File: src/sv/cprs_pkg.sv
// Shared types, widths and register codes for the column profile run segmenter.
package cprs_pkg;

	localparam int MAX_COLUMNS = 2048;
	localparam int COL_W       = (MAX_COLUMNS > 2) ? $clog2(MAX_COLUMNS) : 1;

	localparam int PIX_W   = 8;
	localparam int MINW_W  = 11;
	localparam int GAP_W   = 12;
	localparam int XB_W    = 12;
	localparam int START_W = 13;
	localparam int SEGW_W  = 11;
	localparam int CFG_W   = 12;
	localparam int IDX_W   = 3;

	// compare width for run widths against min_run_width
	localparam int CMP_W   = (COL_W > MINW_W) ? COL_W : MINW_W;
	// gap accumulate width, one spare bit for saturation
	localparam int SUM_W   = ((COL_W > GAP_W) ? COL_W : GAP_W) + 1;
	// start position sum width
	localparam int ST_W    = ((COL_W > XB_W) ? COL_W : XB_W) + 1;

	localparam logic [GAP_W-1:0] GAP_MAX  = {GAP_W{1'b1}};
	localparam logic [COL_W-1:0] COL_LAST = COL_W'(MAX_COLUMNS - 1);

	typedef enum logic [IDX_W-1:0] {
		REG_WHITE_LEVEL   = 3'd0,
		REG_MIN_RUN_WIDTH = 3'd1,
		REG_MAX_GAP       = 3'd2,
		REG_HUE_TOL       = 3'd3,
		REG_SAT_TOL       = 3'd4,
		REG_VAL_TOL       = 3'd5,
		REG_X_BASE        = 3'd6
	} reg_idx_t;

	typedef struct packed {
		logic [PIX_W-1:0]  white_level;
		logic [MINW_W-1:0] min_run_width;
		logic [GAP_W-1:0]  max_gap;
		logic [PIX_W-1:0]  hue_tolerance;
		logic [PIX_W-1:0]  sat_tolerance;
		logic [PIX_W-1:0]  val_tolerance;
		logic [XB_W-1:0]   x_base;
	} cfg_t;

	localparam cfg_t CFG_RESET = '{
		white_level:   8'd128,
		min_run_width: 11'd1,
		max_gap:       12'd4095,
		hue_tolerance: 8'd255,
		sat_tolerance: 8'd255,
		val_tolerance: 8'd255,
		x_base:        12'd0
	};

	typedef struct packed {
		logic [PIX_W-1:0] hue;
		logic [PIX_W-1:0] saturation;
		logic [PIX_W-1:0] brightness;
	} hsv_t;

	typedef struct packed {
		logic [PIX_W-1:0] column_peak;
		logic [PIX_W-1:0] hue;
		logic [PIX_W-1:0] saturation;
		logic [PIX_W-1:0] brightness;
		logic             last_column;
	} col_item_t;

	typedef struct packed {
		logic               segment_valid;
		logic [START_W-1:0] segment_start;
		logic [SEGW_W-1:0]  segment_width;
		logic               scan_done;
		logic               stopped_early;
	} seg_item_t;

endpackage

File: src/sv/column_profile_run_segmenter.sv
// Top level: config registers, column input register and result register.
//
// Column profile run segmenter.
// Column channel: col_valid/col_stall/col_data carry one image column per
// transfer (peak gray level, HSV of the top pixel, last-column flag).
// Result channel: res_valid/res_stall/res_data give exactly one result per
// column, in order: segment flag/start/width, scan_done, stopped_early.
// Config: cfg_we/cfg_index/cfg_data write one register per cycle, no wait;
// unknown indexes are dropped. Write only while the block is empty.
// Each column passes through the column register, then its result through the
// result register. Throughput: one column per cycle while res_stall is low; the
// run/gap update is a single compare-and-add step between the two registers.
// A stalled result holds in the result register while the column register
// still takes one more column; col_stall rises only when both are full.
// Reset (arst_n low) clears both stages, the run state and all config
// registers to their defaults; the scan restarts inside a run at column 0.
// After a last_column result the run state is back at its reset values.
module column_profile_run_segmenter
	import cprs_pkg::*;
(
	input  logic             clk,
	input  logic             arst_n,
	input  logic             col_valid,
	output logic             col_stall,
	input  col_item_t        col_data,
	output logic             res_valid,
	input  logic             res_stall,
	output seg_item_t        res_data,
	input  logic             cfg_we,
	input  logic [IDX_W-1:0] cfg_index,
	input  logic [CFG_W-1:0] cfg_data
);

	cfg_t      cfg_q;
	logic      valid_s1;
	col_item_t item_s1;
	logic      valid_s2;
	seg_item_t res_s2;
	seg_item_t result;
	logic      load_s2;
	logic      col_xfer;

	// register file writes
	always_ff @(posedge clk or negedge arst_n) begin
		if (!arst_n) begin
			cfg_q <= CFG_RESET;
		end else if (cfg_we) begin
			unique case (cfg_index)
				REG_WHITE_LEVEL:   cfg_q.white_level   <= cfg_data[PIX_W-1:0];
				REG_MIN_RUN_WIDTH: cfg_q.min_run_width <= cfg_data[MINW_W-1:0];
				REG_MAX_GAP:       cfg_q.max_gap       <= cfg_data[GAP_W-1:0];
				REG_HUE_TOL:       cfg_q.hue_tolerance <= cfg_data[PIX_W-1:0];
				REG_SAT_TOL:       cfg_q.sat_tolerance <= cfg_data[PIX_W-1:0];
				REG_VAL_TOL:       cfg_q.val_tolerance <= cfg_data[PIX_W-1:0];
				REG_X_BASE:        cfg_q.x_base        <= cfg_data[XB_W-1:0];
				default: ;
			endcase
		end
	end

	// result stage loads when it is empty or being drained this cycle
	assign load_s2   = valid_s1 && (!valid_s2 || !res_stall);
	assign col_stall = valid_s1 && !load_s2;
	assign col_xfer  = col_valid && !col_stall;

	always_ff @(posedge clk or negedge arst_n) begin
		if (!arst_n) begin
			valid_s1 <= 1'b0;
		end else if (col_xfer) begin
			valid_s1 <= 1'b1;
		end else if (load_s2) begin
			valid_s1 <= 1'b0;
		end
	end

	always_ff @(posedge clk) begin
		if (col_xfer)
			item_s1 <= col_data;
	end

	cprs_run_track u_track (
		.clk    (clk),
		.arst_n (arst_n),
		.step   (load_s2),
		.item   (item_s1),
		.cfg    (cfg_q),
		.result (result)
	);

	always_ff @(posedge clk or negedge arst_n) begin
		if (!arst_n) begin
			valid_s2 <= 1'b0;
		end else if (load_s2) begin
			valid_s2 <= 1'b1;
		end else if (!res_stall) begin
			valid_s2 <= 1'b0;
		end
	end

	always_ff @(posedge clk) begin
		if (load_s2)
			res_s2 <= result;
	end

	assign res_valid = valid_s2;
	assign res_data  = res_s2;

	a_load_shows: assert property (@(posedge clk) disable iff (!arst_n)
		load_s2 |=> valid_s2)
		else $error("column processed but no result presented");

	a_stall_only_full: assert property (@(posedge clk) disable iff (!arst_n)
		col_stall |-> valid_s1 && valid_s2 && res_stall)
		else $error("column stalled with room in the pipeline");

endmodule

File: src/sv/cprs_white_det.sv
// White column decision: peak threshold plus color continuity against previous column.
module cprs_white_det
	import cprs_pkg::*;
(
	input  col_item_t item,
	input  hsv_t      prev,
	input  cfg_t      cfg,
	output logic      white
);

	logic [PIX_W-1:0] dh, ds, dv;
	logic             peak_ok, prev_set, color_ok;

	always_comb begin
		dh = (prev.hue > item.hue) ? prev.hue - item.hue : item.hue - prev.hue;
		ds = (prev.saturation > item.saturation) ? prev.saturation - item.saturation
			: item.saturation - prev.saturation;
		dv = (prev.brightness > item.brightness) ? prev.brightness - item.brightness
			: item.brightness - prev.brightness;
		peak_ok  = item.column_peak >= cfg.white_level;
		prev_set = |prev;
		color_ok = (dh < cfg.hue_tolerance) && (ds < cfg.sat_tolerance) &&
			(dv < cfg.val_tolerance);
		white    = peak_ok && (!prev_set || color_ok);
	end

endmodule

File: src/sv/cprs_run_track.sv
// Run/gap tracking state and per-column result generation.
module cprs_run_track
	import cprs_pkg::*;
(
	input  logic      clk,
	input  logic      arst_n,
	input  logic      step,
	input  col_item_t item,
	input  cfg_t      cfg,
	output seg_item_t result
);

	logic             inside_q, inside_n;
	logic [COL_W-1:0] begin_q, begin_n;
	logic [GAP_W-1:0] gap_q, gap_n;
	hsv_t             prev_q, prev_n;
	logic [COL_W-1:0] col_q, col_n;
	logic             halted_q, halted_n;

	logic             white;
	logic [COL_W-1:0] w_close, w_last;
	logic [GAP_W-1:0] gap_w, gap_one;
	logic             seg_hit;
	logic [COL_W-1:0] seg_w;
	logic [ST_W-1:0]  start_sum;

	function automatic logic [GAP_W-1:0] gap_sat(input logic [GAP_W-1:0] g,
		input logic [COL_W-1:0] n);
		logic [SUM_W-1:0] s;
		s = SUM_W'(g) + SUM_W'(n);
		return (s > SUM_W'(GAP_MAX)) ? GAP_MAX : s[GAP_W-1:0];
	endfunction

	cprs_white_det u_white (
		.item  (item),
		.prev  (prev_q),
		.cfg   (cfg),
		.white (white)
	);

	always_comb begin
		inside_n = inside_q;
		begin_n  = begin_q;
		gap_n    = gap_q;
		prev_n   = prev_q;
		col_n    = col_q;
		halted_n = halted_q;
		seg_hit  = 1'b0;
		seg_w    = '0;
		w_close  = col_q - begin_q;
		gap_w    = gap_sat(gap_q, w_close);
		gap_one  = gap_sat(gap_q, COL_W'(1));
		w_last   = '0;

		if (!halted_q) begin
			prev_n = '{hue: item.hue, saturation: item.saturation,
				brightness: item.brightness};
			if (inside_q && !white) begin
				inside_n = 1'b0;
				if (CMP_W'(w_close) < CMP_W'(cfg.min_run_width)) begin
					gap_n = gap_w;
				end else begin
					gap_n   = '0;
					seg_hit = 1'b1;
					seg_w   = w_close;
				end
			end else if (!inside_q && white) begin
				begin_n  = col_q;
				inside_n = 1'b1;
			end else if (!inside_q) begin
				gap_n = gap_one;
				if (gap_one > cfg.max_gap && begin_q != '0)
					halted_n = 1'b1;
			end

			// open run closed by end of scan
			w_last = col_q - begin_n;
			if (item.last_column && inside_n &&
				CMP_W'(w_last) >= CMP_W'(cfg.min_run_width)) begin
				seg_hit = 1'b1;
				seg_w   = w_last;
			end

			if (col_q < COL_LAST)
				col_n = col_q + COL_W'(1);
		end

		start_sum = ST_W'(begin_n) + ST_W'(cfg.x_base);

		result.segment_valid = seg_hit;
		result.segment_start = seg_hit ? start_sum[START_W-1:0] : '0;
		result.segment_width = seg_hit ? SEGW_W'(seg_w) : '0;
		result.scan_done     = item.last_column;
		result.stopped_early = halted_n;
	end

	always_ff @(posedge clk or negedge arst_n) begin
		if (!arst_n) begin
			inside_q <= 1'b1;
			begin_q  <= '0;
			gap_q    <= '0;
			prev_q   <= '0;
			col_q    <= '0;
			halted_q <= 1'b0;
		end else if (step) begin
			if (item.last_column) begin
				inside_q <= 1'b1;
				begin_q  <= '0;
				gap_q    <= '0;
				prev_q   <= '0;
				col_q    <= '0;
				halted_q <= 1'b0;
			end else begin
				inside_q <= inside_n;
				begin_q  <= begin_n;
				gap_q    <= gap_n;
				prev_q   <= prev_n;
				col_q    <= col_n;
				halted_q <= halted_n;
			end
		end
	end

	a_last_clears: assert property (@(posedge clk) disable iff (!arst_n)
		step && item.last_column |=> col_q == '0 && inside_q && !halted_q && gap_q == '0)
		else $error("state not cleared after last column");

	a_begin_le_col: assert property (@(posedge clk) disable iff (!arst_n)
		begin_q <= col_q)
		else $error("run start beyond current column");

	a_no_seg_zero: assert property (@(posedge clk) disable iff (!arst_n)
		step && !result.segment_valid |->
			result.segment_start == '0 && result.segment_width == '0)
		else $error("segment fields nonzero without a segment");

endmodule

File: config.mk
export PLATFORM = sky130hd
export DESIGN_NAME = column_profile_run_segmenter
export DESIGN_NICKNAME = d
export VERILOG_FILES = /design/src/sv/cprs_pkg.sv /design/src/sv/column_profile_run_segmenter.sv /design/src/sv/cprs_white_det.sv /design/src/sv/cprs_run_track.sv
export SDC_FILE = /design/constraint.sdc
export NUM_CORES = 1
export LEC_CHECK = 0
export BUFFER_PORTS_ARGS = -buffer_cell sky130_fd_sc_hd__buf_4
export CAP_MARGIN = 15
export CORE_MARGIN = 1
export CORE_UTILIZATION = 35
export DETAILED_ROUTE_END_ITERATION = 6
export MAX_ROUTING_LAYER = met4
export SYNTH_ARGS = -nofsm -noshare
export SYNTH_HDL_FRONTEND = slang
export SYNTH_SLANG_ARGS = --single-unit
File: constraint.sdc
create_clock -name clk -period 19.6 [get_ports clk]
set_input_delay 2.94 -clock clk [delete_from_list [all_inputs] [get_ports clk]]
set_output_delay 2.94 -clock clk [all_outputs]
set_load 0.02 [all_outputs]
* Word level (Yosys, flattened, before mapping)
Index checks and enable logic that the tools add are counted.
** Word-level totals
- Bits in registers :: 189
- Logic and storage cells :: 142
** Operators by class
- $add $sub $neg :: 12
- Order comparisons :: 13
- Eq/ne operators :: 10
- Mux-type cells :: 43
- Bitwise operators :: 1
- Reduce and logical (&&, ||, !) cells :: 36
** Operators with widths (number)
- two-way mux 11 bit :: 11
- two-way mux 12 bit :: 8
- two-way mux 24 bit :: 2
- subtractor 8 bit :: 6
- greater-than comparator 13 x 12 -> 1 bit, second input constant :: 2
- greater-than comparator 8 bit :: 3
- < comparator 8 bit :: 3
- two-way mux 8 bit :: 3
- OR reduction 24 bit :: 1
- subtractor 11 bit :: 2
- two-way mux 1 bit :: 19
- AND reduction 2 bit :: 8
- adder 11 x 12 -> 13 bit :: 1
- adder 12 x 1 -> 13 bit, second input constant :: 1
- adder 12 x 11 -> 13 bit :: 1
- greater-than comparator 12 bit :: 1
- adder 11 x 1 -> 11 bit, second input constant :: 1
- greater-or-equal comparator 11 bit :: 1
- logical AND 1 bit :: 11
- < comparator 11 bit :: 1
- < comparator 11 bit, second input constant :: 1
- nonzero test 11 bit :: 1
- == test 3 bit, second input constant :: 3
- greater-or-equal comparator 8 bit :: 1
- other kinds (14) :: 23

* Logic depth before layout (Yosys ltp)
- Word-level depth :: 18
- Mapped depth :: 38
- Mapped depth without buffers :: 35

* Cells and area by module
Synthesis repeated with hierarchy kept, for this count alone.
** Second synthesis, totals
- Cells, all modules :: 1319
- Area, all modules :: 13277.7 µm²
** Modules (own cells, without submodules)
- cprs_run_track :: times used 1, cells each 751, area an instance 6090.8 µm², seq. area each 1502.7 µm²
- column_profile_run_segmenter :: times used 1, cells each 214, area an instance 4491.8 µm², seq. area each 3575.9 µm²
- cprs_white_det :: times used 1, cells each 354, area an instance 2695.1 µm², seq. area each 0.0 µm²

* Least setup slack after synthesis
OpenSTA, ideal clock, no wires.
- Kind :: register -> register
- From :: register u_track.prev_q[8] (netlist bit)
- To :: register res_s2 (netlist bit res_data[18]) (data pin)
- Arrival :: 7.674 ns
- Path slack :: 11.669 ns
- Stages on the path, launching flop included :: 37
- Clock period less this slack :: 7.931 ns
- Path through :: dfrtp_1 > inv_1 > ha_1 > inv_1 > fa_1 > nand3_1 > a21oi_1 > o31ai_1 > buf_4 > mux2_2 > o21a_1 > or4_1 > o311a_1 > ha_1 > a222oi_1 > nand3_1 > a311oi_1 > a41oi_1 > or2_1 > buf_6 > nor2_4 > mux2_2 > ha_1 > inv_1 > fa_1 > a21o_1 > a211oi_1 > nor2_1 > o41ai_1 > o21ai_0 > xor2_1 > ha_1 > a211oi_1 > a311oi_4 > o21bai_2 > buf_2 > nor2_1
** On the way
- Cells in the longest elaborated chain, start to end :: 16
- Elaborated cells between the ends (all ways) :: 29
- Classes of those cells :: 4 x add/sub; 3 x order compare; 11 x mux; 11 x reduce/logical
** RTL lines
- from (decl) :: RTL line cprs_run_track.sv:16 : hsv_t prev_q, prev_n;
- from (signal assigned) :: RTL line cprs_run_track.sv:117 : prev_q <= prev_n;
- subtractor 8 bit, or another cell as far along :: RTL line cprs_white_det.sv:17 : : item.saturation - prev.saturation;
- two-way mux 8 bit :: RTL line cprs_white_det.sv:16 : ds = (prev.saturation > item.saturation) ? prev.saturation - item.saturation
- < comparator 8 bit :: RTL line cprs_white_det.sv:22 : color_ok = (dh < cfg.hue_tolerance) && (ds < cfg.sat_tolerance) &&
- logical AND 1 bit (2 in series) :: RTL line cprs_white_det.sv:22
- logical OR 1 bit * :: RTL line cprs_white_det.sv:24 : white = peak_ok && (!prev_set || color_ok);
- logical AND 1 bit * :: RTL line cprs_white_det.sv:24
- logical AND 1 bit / zero test 1 bit (equally long branches) :: RTL line cprs_run_track.sv:67, cprs_run_track.sv:58
- two-way mux 11 bit / logical AND 1 bit (equally long branches) :: RTL line cprs_run_track.sv:67, cprs_run_track.sv:58
- two-way mux 11 bit :: RTL line cprs_run_track.sv:58 : if (inside_q && !white) begin
- two-way mux 11 bit :: RTL line cprs_run_track.sv:55 : if (!halted_q) begin
- subtractor 11 bit :: RTL line cprs_run_track.sv:77 : w_last = col_q - begin_n;
- greater-or-equal comparator 11 bit :: RTL line cprs_run_track.sv:79 : CMP_W'(w_last) >= CMP_W'(cfg.min_run_width)) begin
- logical AND 1 bit :: RTL line cprs_run_track.sv:78 : if (item.last_column && inside_n &&
- two-way mux 1 bit :: RTL line cprs_run_track.sv:78
- two-way mux 1 bit :: RTL line cprs_run_track.sv:55
- to (signal assigned) :: RTL line column_profile_run_segmenter.sv:102 : res_s2 <= result;
- to (decl) :: RTL line column_profile_run_segmenter.sv:38 : seg_item_t res_s2;
Every way passes the cells marked *; elsewhere a longest branch is shown, timed or not. The select of a mux whose other input is x is not followed.
A chain may end at the register's enable or synchronous reset.

* Worst setup path after layout
- From :: register u_track.prev_q[8] (netlist bit)
- To :: register res_s2 (netlist bit res_data[15]) (data pin)
The elaborated chain is that of the path after synthesis.

==> out/metrics.cfg <==
[yosys]
synthTopCellsByArea = sky130_fd_sc_hd__dfrtp_1, sky130_fd_sc_hd__ha_1, sky130_fd_sc_hd__edfxtp_1
post-synth-top-area-fraction = 0.1705
yosysSeqAreaShare = 0.3845
netlist_area_sq_um = 13210
synth_cells = 1362
synthesis.yosys.warnings = 0
syn_area_per_cell_sq_um = 9.698
synthTopCellsByCount = sky130_fd_sc_hd__ha_1, sky130_fd_sc_hd__inv_1, sky130_fd_sc_hd__nand2_1, sky130_fd_sc_hd__dfrtp_1, sky130_fd_sc_hd__o21ai_0
synthMostInstantiatedCell = sky130_fd_sc_hd__ha_1
post_synth_num_cell_types = 75
synth-edff-count = 60
synthArstFlopShare = 0.6825
synth_seq_cells = 189
synthFlopType = sky130_fd_sc_hd__dfrtp_1
syn-num-nets = 1577
yosysTopAreaCell = sky130_fd_sc_hd__dfrtp_1

[clocking]
cts_sinks = 189
post_cts_hold_buffer_count = 0
clk-insertion-delay-late_ns = 0.45
cts-htree-levels = 4
cts_tree = built
cts.repair_timing.setup_buffer_count = 0
cts_buffers = 17
root_buffer_master = sky130_fd_sc_hd__clkbuf_16
clk_path_buf_depth = 2
cts_resized = 0
clk_pin_slew_ns = 0.07

[drt]
viasPerCell = 5.210
ant_nets = 0
first_iter_violations = 595
vias = 10170
routed_wl_um = 33000
drt-wirelength-per-cell_um = 16.90
drt_pre_antenna_iters = 5
remaining_drc_errors = 0

[placement]
io_buffers = 81
place_area_sq_um = 14380
dp_hpwl_um = 24890
detailedPlace.worstSlack_ns = 10.30
gp_congestion = 0.8812

[finish]
fillCellCount = 3605
diodes = 0
final_nets = 1650
design_area_sq_um = 14970
area.sequential_sq_um = 5079
layout-drive-gt1-share = 0.1595
area_delta_synth_final_pct = 13.34
multiInputGateArea_sq_um = 7417

[pwr]
worst_ir_drop_vdd_mv = 0.07527
fraction_of_power_consumed_by_sequential_logic = 0.307
share_comb_of_total_power = 0.507
netSwitchingPower_mw = 0.8013
clkPwrFrac = 0.186
power.leakage_nw = 6.708
netSwitchingFraction = 0.4182
internal_power_mw = 1.115
power.density_nw_per_um2 = 128.0

[setup_path]
critical_path.n_buffers_inverters = 4
critPathKind = register to register
cpLargestDelayFamily = compound AO/OA/AOI/OAI gates
crit_fanout = 13
cp_common_cell = sky130_fd_sc_hd__ha_1
setup.worst_path.start_class = register
crit_required_ns = 19.90
critPathCaptureType = register
cp_slowest_stage_delay_ns = 0.70
critical-path-slowest-cell = sky130_fd_sc_hd__a311oi_4
crit_arrival_ns = 9.68

[timing]
rsz_0062_raised_after_global_routing = no
period_minus_slack_ns = 9.380
final-max-slew-violation-count = 0
clock-skew-final_ns = 0.01323
setup_total_negative_slack_ns = 0
finalSetupViolations = 0
relSlewSlack = 0.2660
worst_slew_pin_slew_ns = 1.094
final_min_period_over_clock_period = 0.4786
fin_ws_ns = 10.22
max_freq_mhz = 106.6
final-hold-violation-count = 0

[floorplan]
core_region_area_sq_um = 36870
die_y_um = 196.3
design.portCount = 82
die-area_sq_um = 38520
start_util = 0.3582
row_count = 70
die_width_um = 196.3

[global_route]
grt_remaining_overflow = 0
largest_net_degree_at_the_start_of_global_routing = 71
grt.total_usage = 0.1816
first_global_vias = 9997
wire_length_of_the_first_global_routing_pass_um = 53370
initial_antenna_violation_count = 0

[flow_run]
timing.max_cap.violations = 0

[hold_path]
timing.hold.worst.class = register to register

[outcome]
outcome = completed

[registers in the layout (all words and copies together) (netlist names), 11 cells and up]
signal           flops
u_track.gap_q       12
u_track.begin_q     11
item_s1             33
u_track.prev_q      24
u_track.col_q       11
cfg_q               67
res_data            27
[worst reg2reg max path, delay by kind of cell (launching register included)]
family                   cells  cell delay (ns)
AO/OA/AOI/OAI               16             4.23
AND/OR/NAND/NOR              7             1.75
adder cells (fa/ha/maj)      6             1.73
buffers and inverters        4             0.47
multiplexers                 2             0.47
flip-flops                   1             0.41
XOR/XNOR                     1             0.18
[per-stage QoR]
stage	std cells	hold slack (ns)	power [mW]	util
final	1952	0.4893	1.916	0.4060
after global routing	1952	0.5177	2.068	0.4060
after CTS	1952	0.4958	1.929	0.4060
after detailed placement	1920	0.4889	1.563	0.3900
after global placement	1920	0.4652	1.543	0.3900
after floorplan	1362	0.4564	1.301	-
[power by group through the flow]
stage | logic, mW | registers, mW | clock network [mW]
2_1_floorplan | 0.712 | 0.589 | 0
3_3_place_gp | 0.949 | 0.594 | 0
3_5_place_dp | 0.968 | 0.595 | 0
4_1_cts | 0.975 | 0.588 | 0.367
5_1_grt | 1.09 | 0.600 | 0.379
6_report | 0.972 | 0.588 | 0.356
[cell type report]
type	instances	share of cell area
multi-input combinational	988	0.4954
inverter	145	0.03636
tap	504	0.04212
clock buffer	20	0.03201
timing repair buffer	94	0.04739
clock inverter	12	0.007438
sequential	189	0.3392
[cell families after synthesis]
kind of cell | synth area share
buffers and inverters | 0.05484
DFF | 0.3845
xor gates and xnor gates | 0.03713
and+or+nand+nor | 0.1315
AOI/OAI and AO/OA | 0.1717
adders and majority gates | 0.1591
muxes | 0.06119
[routing by layer]
layer,track usage,wire [um],vias to the layer above,share of wire
li1,-,-,5043,-
met1,0.2265,15180,4894,0.46
met2,0.3026,15970,195,0.48
met3,0.02733,1141,37,0.035
met4,0.05556,701,0,0.021
met5,-,0,-,0
[path summary, 6_finish.rpt]
| check | from | slack [ns] | to | depth (start not counted) |
|---|---|---|---|---|
| setup / recovery | u_track.prev_q[8] | 10.22 | res_data[15] | 36 |
| hold / removal | valid_s1 | 0.49 | res_valid | 1 |
| setup reg to reg | u_track.prev_q[8] | 10.22 | res_data[15] | 36 |
| hold reg to reg | valid_s1 | 0.49 | res_valid | 1 |
| max in group asynchronous | arst_n | 15.82 | u_track.gap_q[1] | 2 |
| min in group asynchronous | arst_n | 2.49 | cfg_q[58] | 1 |
[placed cells by master, fill, tap and decap left out, types with 8 or more instances in the layout]
cell	n
sky130_fd_sc_hd__mux2_2	46
sky130_fd_sc_hd__a211o_1	8
sky130_fd_sc_hd__dfrtp_1	90
sky130_fd_sc_hd__nand3b_1	9
sky130_fd_sc_hd__o21ai_0	85
sky130_fd_sc_hd__o21a_1	18
sky130_fd_sc_hd__nand3_1	23
sky130_fd_sc_hd__xor2_1	26
sky130_fd_sc_hd__nand4_1	17
sky130_fd_sc_hd__clkbuf_16	19
sky130_fd_sc_hd__or3_1	10
sky130_fd_sc_hd__a22oi_1	20
sky130_fd_sc_hd__nor4_1	11
sky130_fd_sc_hd__a21oi_1	63
sky130_fd_sc_hd__edfxtp_1	60
sky130_fd_sc_hd__xnor2_1	30
sky130_fd_sc_hd__nor2b_1	15
sky130_fd_sc_hd__nand2_1	132
sky130_fd_sc_hd__o22ai_1	8
sky130_fd_sc_hd__dfstp_2	39
sky130_fd_sc_hd__buf_4	93
sky130_fd_sc_hd__mux2i_1	23
sky130_fd_sc_hd__a31oi_1	11
sky130_fd_sc_hd__fa_1	10
sky130_fd_sc_hd__inv_1	145
sky130_fd_sc_hd__o31ai_1	31
sky130_fd_sc_hd__nand2b_1	15
sky130_fd_sc_hd__nor2_1	72
sky130_fd_sc_hd__a21o_1	29
sky130_fd_sc_hd__nor3_1	23
sky130_fd_sc_hd__ha_1	152
No activity file was read; power rests on OpenSTA's default activity.
